==> src/rtl/lsfc_pkg.sv <==
// ----------------------------------------------------------------------------
// lsfc_pkg: log-step frame codec package
// operation codes, segment constants and the segment base lookup
// ----------------------------------------------------------------------------
package lsfc_pkg;

    typedef enum logic {
        OP_ENCODE = 1'b0,
        OP_DECODE = 1'b1
    } op_t;

    localparam int unsigned SEG_SHIFT   = 6;
    localparam int unsigned VALUE_W     = 16;
    localparam int unsigned CODE_W      = 8;
    localparam int unsigned FRAMES_W    = 10;
    localparam logic [FRAMES_W-1:0] MAX_FRAMES = 10'd952;

    typedef logic [1:0] seg_t;

    // first decoded value of each segment
    function automatic logic [FRAMES_W-1:0] seg_base(input seg_t s);
        logic [FRAMES_W-1:0] b;
        case (s)
            2'd0:    b = 10'd0;
            2'd1:    b = 10'd64;
            2'd2:    b = 10'd192;
            2'd3:    b = 10'd448;
            default: b = 10'd0;
        endcase
        return b;
    endfunction

endpackage

==> src/rtl/lsfc_conv.sv <==
// ----------------------------------------------------------------------------
// lsfc_conv: code conversion datapath
// encodes a frame count to the nearest code point or decodes a code
// ----------------------------------------------------------------------------
module lsfc_conv
    import lsfc_pkg::*;
(
    input  op_t                 operation,
    input  logic [VALUE_W-1:0]  value,
    output logic [CODE_W-1:0]   code,
    output logic [FRAMES_W-1:0] frames
);

    logic [FRAMES_W-1:0] clamped;
    seg_t                enc_seg;
    logic [FRAMES_W-1:0] enc_off;
    logic [FRAMES_W-1:0] enc_half;
    logic [FRAMES_W-1:0] enc_sum;
    logic [FRAMES_W-1:0] enc_q;
    logic [CODE_W:0]     enc_code;
    logic [CODE_W-1:0]   enc_result;
    seg_t                dec_seg;
    logic [5:0]          dec_idx;
    logic [FRAMES_W-1:0] dec_result;

    // encode: clamp, find segment, round to nearest point (tie goes up)
    always_comb
    begin
        clamped = (value > VALUE_W'(MAX_FRAMES)) ? MAX_FRAMES : value[FRAMES_W-1:0];
        if (clamped < seg_base(2'd1))
        begin
            enc_seg = 2'd0;
        end
        else if (clamped < seg_base(2'd2))
        begin
            enc_seg = 2'd1;
        end
        else if (clamped < seg_base(2'd3))
        begin
            enc_seg = 2'd2;
        end
        else
        begin
            enc_seg = 2'd3;
        end
        enc_off = clamped - seg_base(enc_seg);
        case (enc_seg)
            2'd1:    enc_half = 10'd1;
            2'd2:    enc_half = 10'd2;
            2'd3:    enc_half = 10'd4;
            default: enc_half = 10'd0;
        endcase
        enc_sum  = enc_off + enc_half;
        enc_q    = enc_sum >> enc_seg;
        // a carry of the offset past 63 lands on the next segment's first code
        enc_code = {1'b0, enc_seg, 6'd0} + enc_q[CODE_W:0];
        enc_result = (enc_seg == 2'd0) ? clamped[CODE_W-1:0] : enc_code[CODE_W-1:0];
    end

    // decode: base plus scaled index
    always_comb
    begin
        dec_seg    = value[7:SEG_SHIFT];
        dec_idx    = value[SEG_SHIFT-1:0];
        dec_result = seg_base(dec_seg) + (FRAMES_W'(dec_idx) << dec_seg);
    end

    always_comb
    begin
        case (operation)
            OP_ENCODE:
            begin
                code   = enc_result;
                frames = '0;
            end
            OP_DECODE:
            begin
                code   = '0;
                frames = dec_result;
            end
            default:
            begin
                code   = '0;
                frames = '0;
            end
        endcase
    end

endmodule

==> src/rtl/log_step_frame_codec_top.sv <==
// ----------------------------------------------------------------------------
// log_step_frame_codec_top: log-step frame codec
// stateless lossy converter between frame counts (16-bit in, 10-bit out) and 8-bit codes
// ----------------------------------------------------------------------------
//
// channel   direction  handshake         payload
// -------   ---------  ----------------  ------------------------
// command   in         start & !busy     operation, value
// result    out        done (one cycle)  code, frames
//
// one transfer per cycle, sustained; busy is never raised
// the result strobe follows the command transfer through the input register,
//   the conversion logic and the result register
// reset clears the valid flags only; payload registers are not reset
// the receiver takes each result in the cycle it is shown, no stall path
//
module log_step_frame_codec_top
    import lsfc_pkg::*;
(
    input  logic                clk,
    input  logic                rst_n,
    input  logic                start,
    output logic                busy,
    input  logic                operation,
    input  logic [VALUE_W-1:0]  value,
    output logic                done,
    output logic [CODE_W-1:0]   code,
    output logic [FRAMES_W-1:0] frames
);

    // input stage
    logic                in_valid_reg;
    op_t                 op_reg;
    logic [VALUE_W-1:0]  value_reg;

    // result stage
    logic                done_reg;
    logic [CODE_W-1:0]   code_reg;
    logic [FRAMES_W-1:0] frames_reg;

    logic [CODE_W-1:0]   code_next;
    logic [FRAMES_W-1:0] frames_next;
    logic                accept;

    // the pipeline never backs up, so commands are always taken
    assign busy   = 1'b0;
    assign accept = start && !busy;

    always_ff @(posedge clk or negedge rst_n)
    begin
        if (!rst_n)
        begin
            in_valid_reg <= 1'b0;
            done_reg     <= 1'b0;
        end
        else
        begin
            in_valid_reg <= accept;
            done_reg     <= in_valid_reg;
        end
    end

    // payload capture, no reset needed
    always_ff @(posedge clk)
    begin
        if (accept)
        begin
            op_reg    <= op_t'(operation);
            value_reg <= value;
        end
        if (in_valid_reg)
        begin
            code_reg   <= code_next;
            frames_reg <= frames_next;
        end
    end

    // conversion between the two register stages
    lsfc_conv u_conv (
        .operation (op_reg),
        .value     (value_reg),
        .code      (code_next),
        .frames    (frames_next)
    );

    assign done   = done_reg;
    assign code   = code_reg;
    assign frames = frames_reg;

    // every command transfer yields a result after the input and result registers
    a_latency: assert property (@(posedge clk) disable iff (!rst_n)
        accept |-> ##2 done)
        else $error("result strobe missing after command transfer");

    // no result without a command transfer ahead of the input and result registers
    a_no_spurious: assert property (@(posedge clk) disable iff (!rst_n)
        done |-> $past(accept, 2))
        else $error("result strobe without a command");

    // only one of the two result fields carries data
    a_one_field: assert property (@(posedge clk) disable iff (!rst_n)
        done |-> (code == '0) || (frames == '0))
        else $error("both code and frames nonzero");

    // decoded counts stay within range
    a_frames_range: assert property (@(posedge clk) disable iff (!rst_n)
        done |-> frames <= MAX_FRAMES)
        else $error("decoded frame count out of range");

endmodule
==> config.mk <==
export PLATFORM = sky130hd
export DESIGN_NAME = log_step_frame_codec_top
export DESIGN_NICKNAME = d
export VERILOG_FILES = /design/src/rtl/lsfc_pkg.sv /design/src/rtl/lsfc_conv.sv /design/src/rtl/log_step_frame_codec_top.sv
export SDC_FILE = /design/constraint.sdc
export NUM_CORES = 1
export LEC_CHECK = 0
export ABC_AREA = 1
export BUFFER_PORTS_ARGS = -buffer_cell sky130_fd_sc_hd__buf_4
export CELL_PAD_IN_SITES_DETAIL_PLACEMENT = 1
export CELL_PAD_IN_SITES_GLOBAL_PLACEMENT = 2
export CORE_MARGIN = 2
export CORE_UTILIZATION = 33
export DETAILED_ROUTE_END_ITERATION = 16
export MAX_ROUTING_LAYER = met4
export PLACE_DENSITY_LB_ADDON = 0.25
export REMOVE_ABC_BUFFERS = 1
export SLEW_MARGIN = 20
export SYNTH_ARGS = -nofsm -noshare
export SYNTH_HDL_FRONTEND = slang
export SYNTH_HIERARCHICAL = 1
export SYNTH_SLANG_ARGS = --single-unit
==> constraint.sdc <==
create_clock -name clk -period 4.5 [get_ports clk]
set_input_delay 0.9 -clock clk [delete_from_list [all_inputs] [get_ports clk]]
set_output_delay 0.9 -clock clk [all_outputs]
set_load 0.01 [all_outputs]
Yosys cells after proc, flatten, opt, wreduce, memory -nomap -nowiden
Index checks and enable logic that the tools add are counted.
W data, S select, Z words.
{"block": "word_totals", "ff_bits": 37, "output_inout_bits": 20, "word_cells": 35, "in_bits": 20}
{"block": "classes", "n_addsub": 4, "n_lt_le_gt_ge": 4, "n_bitwise": 1, "shifts": 2, "n_reduce_logical": 2, "mux": 10, "n_eq_ne": 6}
{"op": "$pmux W10 S4", "n": 2}
{"op": "$pmux W10 S2", "n": 1}
{"op": "$gt A16 B10 Y1 const B", "n": 1}
{"op": "$pmux W8 S2", "n": 1}
{"op": "$add A10 B10 Y10", "n": 1}
{"op": "$add A10 B3 Y10", "n": 1}
{"op": "$lt A10 B7 Y1 const B", "n": 1}
{"op": "$lt A10 B8 Y1 const B", "n": 1}
{"op": "$lt A10 B9 Y1 const B", "n": 1}
{"op": "$mux W10", "n": 1}
{"op": "$shl A6 B2 Y10", "n": 1}
{"op": "$shr A10 B2 Y8", "n": 1}
{"op": "$sub A10 B10 Y10", "n": 1}
{"op": "$pmux W3 S3", "n": 1}
{"op": "$add A8 B8 Y8", "n": 1}
{"op": "$eq A2 B2 Y1 const B", "n": 4}
{"op": "$mux W8", "n": 1}
{"op": "$eq A2 B1 Y1 const B", "n": 2}
{"op": "$logic_not A2 Y1", "n": 2}
{"op": "$mux W2", "n": 2}
{"op": "$mux W1", "n": 1}
{"op": "$not A1 Y1", "n": 1}

Longest topological paths before layout
{"block": "depth", "ltp_word": 14, "mapped_depth": 28, "ltp_nobuf": 28}

Hierarchy
The synthesis kept the hierarchy.
{"module": "lsfc_conv", "cells_each": 242, "seq_area_each_um2": 0.0, "area_per_inst_um2": 1386.3, "n_inst": 1}
{"module": "log_step_frame_codec_top", "cells_each": 39, "seq_area_each_um2": 1101.1, "area_per_inst_um2": 1112.3, "n_inst": 1}

Worst setup path after synthesis
No wires, ideal clock.
{"block": "synth_timing", "path_type": "reg2reg", "startpoint": "reg value_reg[7]", "endpoint": "reg code_reg[6], in the netlist code[6], data pin", "required_ns": 4.243, "setup_slack_ns": 1.467, "stages_incl_launch_ff": 24, "period_less_slack_ns": 3.033, "arrival_time_ns": 2.777, "path_buffers": 0, "setup_time_ns": 0.257, "cell_sequence": "edfxtp_1 inv_2 nor2_4 nand2_4 nand2_2 inv_1 nand2_1 ha_1 inv_1 ha_1 nand2_1 nand2_1 nand2_1 nand2_1 nand2_1 nand2_1 nor2_1 nand3_1 nand3_1 nand2_1 o21a_1 ha_1 nand2_1 nor2_1"}
{"block": "synth_via", "elab_chain_len": 14, "elab_cells_between_ends": 20, "cone_classes": "add/sub: 3; order compare: 4; eq/ne: 3; shift: 1; mux: 8; reduce/logical: 1"}
{"item": "from (decl)", "line": "log_step_frame_codec_top.sv:34", "text": "logic [VALUE_W-1:0] value_reg;"}
{"item": "from (signal assigned)", "line": "log_step_frame_codec_top.sv:69", "text": "value_reg <= value;"}
{"item": "$gt A16 B10 Y1", "line": "lsfc_conv.sv:29", "text": "clamped = (value > VALUE_W'(MAX_FRAMES)) ? MAX_FRAMES : value[FRAMES_W-1:0];"}
{"item": "$mux W10 *", "line": "lsfc_conv.sv:29"}
{"item": "$lt A10 B9 Y1", "line": "lsfc_conv.sv:38", "text": "else if (clamped < seg_base(2'd3))"}
{"item": "$mux W1", "line": "lsfc_conv.sv:38"}
{"item": "$mux W2", "line": "lsfc_conv.sv:34", "text": "else if (clamped < seg_base(2'd2))"}
{"item": "$mux W2", "line": "lsfc_conv.sv:30", "text": "if (clamped < seg_base(2'd1))"}
{"item": "$eq A2 B2 Y1, or another cell as far along", "line": "lsfc_pkg.sv:23, lsfc_conv.sv:47"}
{"item": "$pmux W10 S4", "line": "lsfc_pkg.sv:23", "text": "case (s)"}
{"item": "$sub A10 B10 Y10", "line": "lsfc_conv.sv:46", "text": "enc_off = clamped - seg_base(enc_seg);"}
{"item": "$add A10 B3 Y10", "line": "lsfc_conv.sv:53", "text": "enc_sum = enc_off + enc_half;"}
{"item": "$shr A10 B2 Y8", "line": "lsfc_conv.sv:54", "text": "enc_q = enc_sum >> enc_seg;"}
{"item": "$add A8 B8 Y8", "line": "lsfc_conv.sv:56", "text": "enc_code = {1'b0, enc_seg, 6'd0} + enc_q[CODE_W:0];"}
{"item": "$mux W8 *", "line": "lsfc_conv.sv:57", "text": "enc_result = (enc_seg == 2'd0) ? clamped[CODE_W-1:0] : enc_code[CODE_W-1:0];"}
{"item": "$pmux W8 S2 *", "line": "lsfc_conv.sv:70", "text": "case (operation)"}
{"item": "net code_next[6]", "line": "log_step_frame_codec_top.sv:41", "text": "logic [CODE_W-1:0] code_next;"}
{"item": "to (signal assigned)", "line": "log_step_frame_codec_top.sv:73", "text": "code_reg <= code_next;"}
{"item": "to (decl)", "line": "log_step_frame_codec_top.sv:38", "text": "logic [CODE_W-1:0] code_reg;"}
The timed path passes the listed nets; every way through them passes the cells marked *. The select of a mux whose other input is x is not followed.
A chain may end at the register's enable or synchronous reset.

Final worst setup path
{"block": "layout_timing", "startpoint": "reg value_reg[11]", "endpoint": "reg code_reg[6], in the netlist code[6], data pin"}
{"block": "layout_via", "elab_chain_len": 14, "elab_cells_between_ends": 20, "cone_classes": "add/sub: 3; order compare: 4; eq/ne: 3; shift: 1; mux: 8; reduce/logical: 1"}
{"item": "$gt A16 B10 Y1 *", "line": "lsfc_conv.sv:29"}
{"item": "$mux W10 *", "line": "lsfc_conv.sv:29"}
{"item": "$lt A10 B9 Y1", "line": "lsfc_conv.sv:38"}
{"item": "$mux W1", "line": "lsfc_conv.sv:38"}
{"item": "$mux W2", "line": "lsfc_conv.sv:34"}
{"item": "$mux W2", "line": "lsfc_conv.sv:30"}
{"item": "$eq A2 B2 Y1, or another cell as far along", "line": "lsfc_pkg.sv:23, lsfc_conv.sv:47"}
{"item": "$pmux W10 S4", "line": "lsfc_pkg.sv:23"}
{"item": "$sub A10 B10 Y10", "line": "lsfc_conv.sv:46"}
{"item": "$add A10 B3 Y10", "line": "lsfc_conv.sv:53"}
{"item": "$shr A10 B2 Y8", "line": "lsfc_conv.sv:54"}
{"item": "$add A8 B8 Y8", "line": "lsfc_conv.sv:56"}
{"item": "$mux W8 *", "line": "lsfc_conv.sv:57"}
{"item": "$pmux W8 S2 *", "line": "lsfc_conv.sv:70"}
{"item": "net code_next[6]", "line": "log_step_frame_codec_top.sv:41"}
Marked as above.

==> out/qor.csv <==
metric,value,unit
globalRouteOverflowTotal,0,
floorplan.initialDensity,34.27,%
netlist-cell-type-count,39,
drt.antenna.violating_nets,0,
ioPinCount,40,
criticalPathCategory,reg -> reg,
finish.utilization,40.55,%
critical_path.n_buffers_inverters,2,
critical_path.top_delay_family,simple AND/OR/NAND/NOR gates,
timing.critical_path.arrival,3730,ps
crit_path_start_kind,flip-flop,
largest_register_ff_count,16,
finish.net_count,360,
fin_hold_ws,365.9,ps
clock_tree_from_tritoncts,yes,
numCtsBuffers,5,
route.detailed.wl_per_inst,13.93,microns
critical-path-slowest-cell,sky130_fd_sc_hd__and3_1,
max_freq,0.2711,GHz
placed_area,0.002863,sq mm
register_area,0.001101,sq mm
setup.worst_path.start,value_reg[11]$_DFFE_PP_,
ys_async_sr_fraction,5.405,%
syn-mean-instance-area,8.892,sq um
synth.ff_latch_count,37,
kind_of_end_point_of_the_critical_path,flip-flop,
synthCells,281,
core,0.007292,sq mm
clk_latency,290,ps
yosys.area.top_type,sky130_fd_sc_hd__edfxtp_1,
period_share,81.97,%
critPathMaxStageDelay,420,ps
synth.top_cells.by_count,"sky130_fd_sc_hd__nand2_1, sky130_fd_sc_hd__inv_1, sky130_fd_sc_hd__nor2_1",
number_of_antenna_violations_at_the_first_check_in_global_routing,0,
timing.clock.skew,12.74,ps
port_buffers,38,
hp-class,in -> async,
cts_root_buffer,sky130_fd_sc_hd__clkbuf_8,
report.power.total,0.0008343,W
timing.max_cap.violations,0,
syn_area,0.002499,sq mm
final_max_slew_viol_count,0,
n_antenna_cell,0,
drt-total-wl,5864,microns
die-width,91.02,microns
yosys_most_used_dff,sky130_fd_sc_hd__edfxtp_1,
period_minus_slack,3689,ps
run_status,completed,
timing.critical_path.required,4540,ps
ctsHoldBuffers,0,
p_leak,1.378,nW
nFillCells,899,
via_count,1950,
relSlewSlack,53.99,%
ys_top_cells_by_area,"sky130_fd_sc_hd__edfxtp_1, sky130_fd_sc_hd__nand2_1, sky130_fd_sc_hd__ha_1",
final_layout_size_suffix_gt1_share,21.74,%
drt-vias-per-instance,4.632,
worstMarginPinSlew,690.1,ps
setup_viol,0,
tritoncts_num_sinks,37,
htree_levels,2,
sum_of_negative_setup_slack,0,ps
drt_pass1_iterations,4,
drt_drc_violations_left,0,
rr_startpoint,value_reg[11]$_DFFE_PP_,
yosysTopAreaCellShare,42.06,%
floorplan.die.height,91.02,microns
max_clock_buf_depth,2,
area_growth_syn_to_layout,18.33,%
first_global_vias,2040,
timing.critical_path.mode_cell,sky130_fd_sc_hd__nand2_1,
finished_cell_area,0.002957,sq mm
multi_input_gate_area,0.001195,sq mm
power-per-cell-area,282.2,mW/mm^2
rsz_0062_raised_after_global_routing,false,
finalHoldViolations,0,
row_count,31,
path_max_fanout,11,
clk_transition_reported_paths,90,ps
die-area,0.008284,sq mm
grt_pass1_wl,10230,microns
synth.yosys.seq_area_share,44.07,%
max-vdd-ir-drop,0.1173,mV
cts_setup_buffers,0,
dr.first_iter.drc_count,53,
finalWeightedCongestion,0.9140,
ys_warn_count,6,
synth.most_common_cell,sky130_fd_sc_hd__nand2_1,
number_of_flops_mapped_to_enable_cells_by_yosys,35,
gr-usage-all-layers,15.89,%
post-dp-hpwl,4905,microns
cts.repair.resized,0,
grt_max_degree,20,
worstPathCellList,"nor2_1, and3_1, nand3_4, nor2_4, nor2_1, inv_1, ha_1, inv_1, ha_1, nand2_1, nand2_1, nand2_1, nand2_1, nand2_1, nand2_1, nor2_1, nand3_1, nand3_1, nand2_1, o21a_1, ha_1, nand2_1, nor2_1",
==> area by class of cell <==
| type | count | share of cell area, % |
|---|---|---|
| Clock buffer | 5 | 2.328 |
| Clock inverter | 3 | 0.8464 |
| Inverter | 40 | 5.332 |
| Multi-Input combinational cell | 199 | 40.41 |
| Sequential cell | 37 | 37.24 |
| Tap cell | 99 | 4.190 |
| Timing Repair Buffer | 38 | 9.649 |
==> layout by cell type, fill, tap and decap left out, types with 4 or more instances in the layout <==
cell type,instances
sky130_fd_sc_hd__nand3_1,10
sky130_fd_sc_hd__xnor2_1,5
sky130_fd_sc_hd__o21ai_1,6
sky130_fd_sc_hd__inv_1,36
sky130_fd_sc_hd__ha_1,18
sky130_fd_sc_hd__buf_4,38
sky130_fd_sc_hd__o22ai_1,4
sky130_fd_sc_hd__o21ai_0,10
sky130_fd_sc_hd__nand2_1,67
sky130_fd_sc_hd__nor2_4,4
sky130_fd_sc_hd__nand2_4,4
sky130_fd_sc_hd__nor2_1,36
sky130_fd_sc_hd__a21oi_1,11
sky130_fd_sc_hd__edfxtp_1,35
sky130_fd_sc_hd__clkbuf_8,5
==> metrics by stage <==
| stage | std cells | setup WS (ps) |
|---|---|---|
| 6_report | 421 | 811.4 |
| 5_1_grt | 421 | 460.1 |
| 4_1_cts | 421 | 801.6 |
| 3_5_place_dp | 413 | 844.0 |
| 3_3_place_gp | 413 | 874.4 |
| 2_1_floorplan | 276 | 1333 |
==> routing by layer <==
layer | wire length, microns | GRT usage, % | vias up
li1 | - | - | 1004
met1 | 2822 | 19.95 | 900
met2 | 2715 | 26.05 | 39
met3 | 243 | 3.154 | 7
met4 | 82 | 4.672 | 0
met5 | 0 | - | -
==> cell families after synthesis <==
family / count (synthesis) / synth area share [%]
buffers and inverters: 45 / 8.112
adder cells (fa/ha/maj): 19 / 9.815
other: 1 / 0.1501
AO/OA/AOI/OAI: 37 / 8.663
flip-flops: 37 / 44.07
AND/OR/NAND/NOR: 136 / 27.09
XOR/XNOR: 6 / 2.103
==> power breakdown <==
part,switching (W),total (W),internal (W)
logic,0.0000867,0.000154,0.0000670
clock network,0.000134,0.000246,0.000112
registers,0.0000200,0.000435,0.000415
==> worst paths after layout <==
path	slack (ps)	depth (start not counted)	endpoint
hold / removal	370	1	in_valid_reg$_DFF_PN0_
hold reg to reg	690	2	frames[6]$_DFFE_PP_
setup / recovery	810	23	code[6]$_DFFE_PP_
min in group clk	690	2	frames[6]$_DFFE_PP_
max in group asynchronous	4040	1	done$_DFF_PN0_
setup reg to reg	810	23	code[6]$_DFFE_PP_
Note: power is estimated with default switching activity, not from simulation.
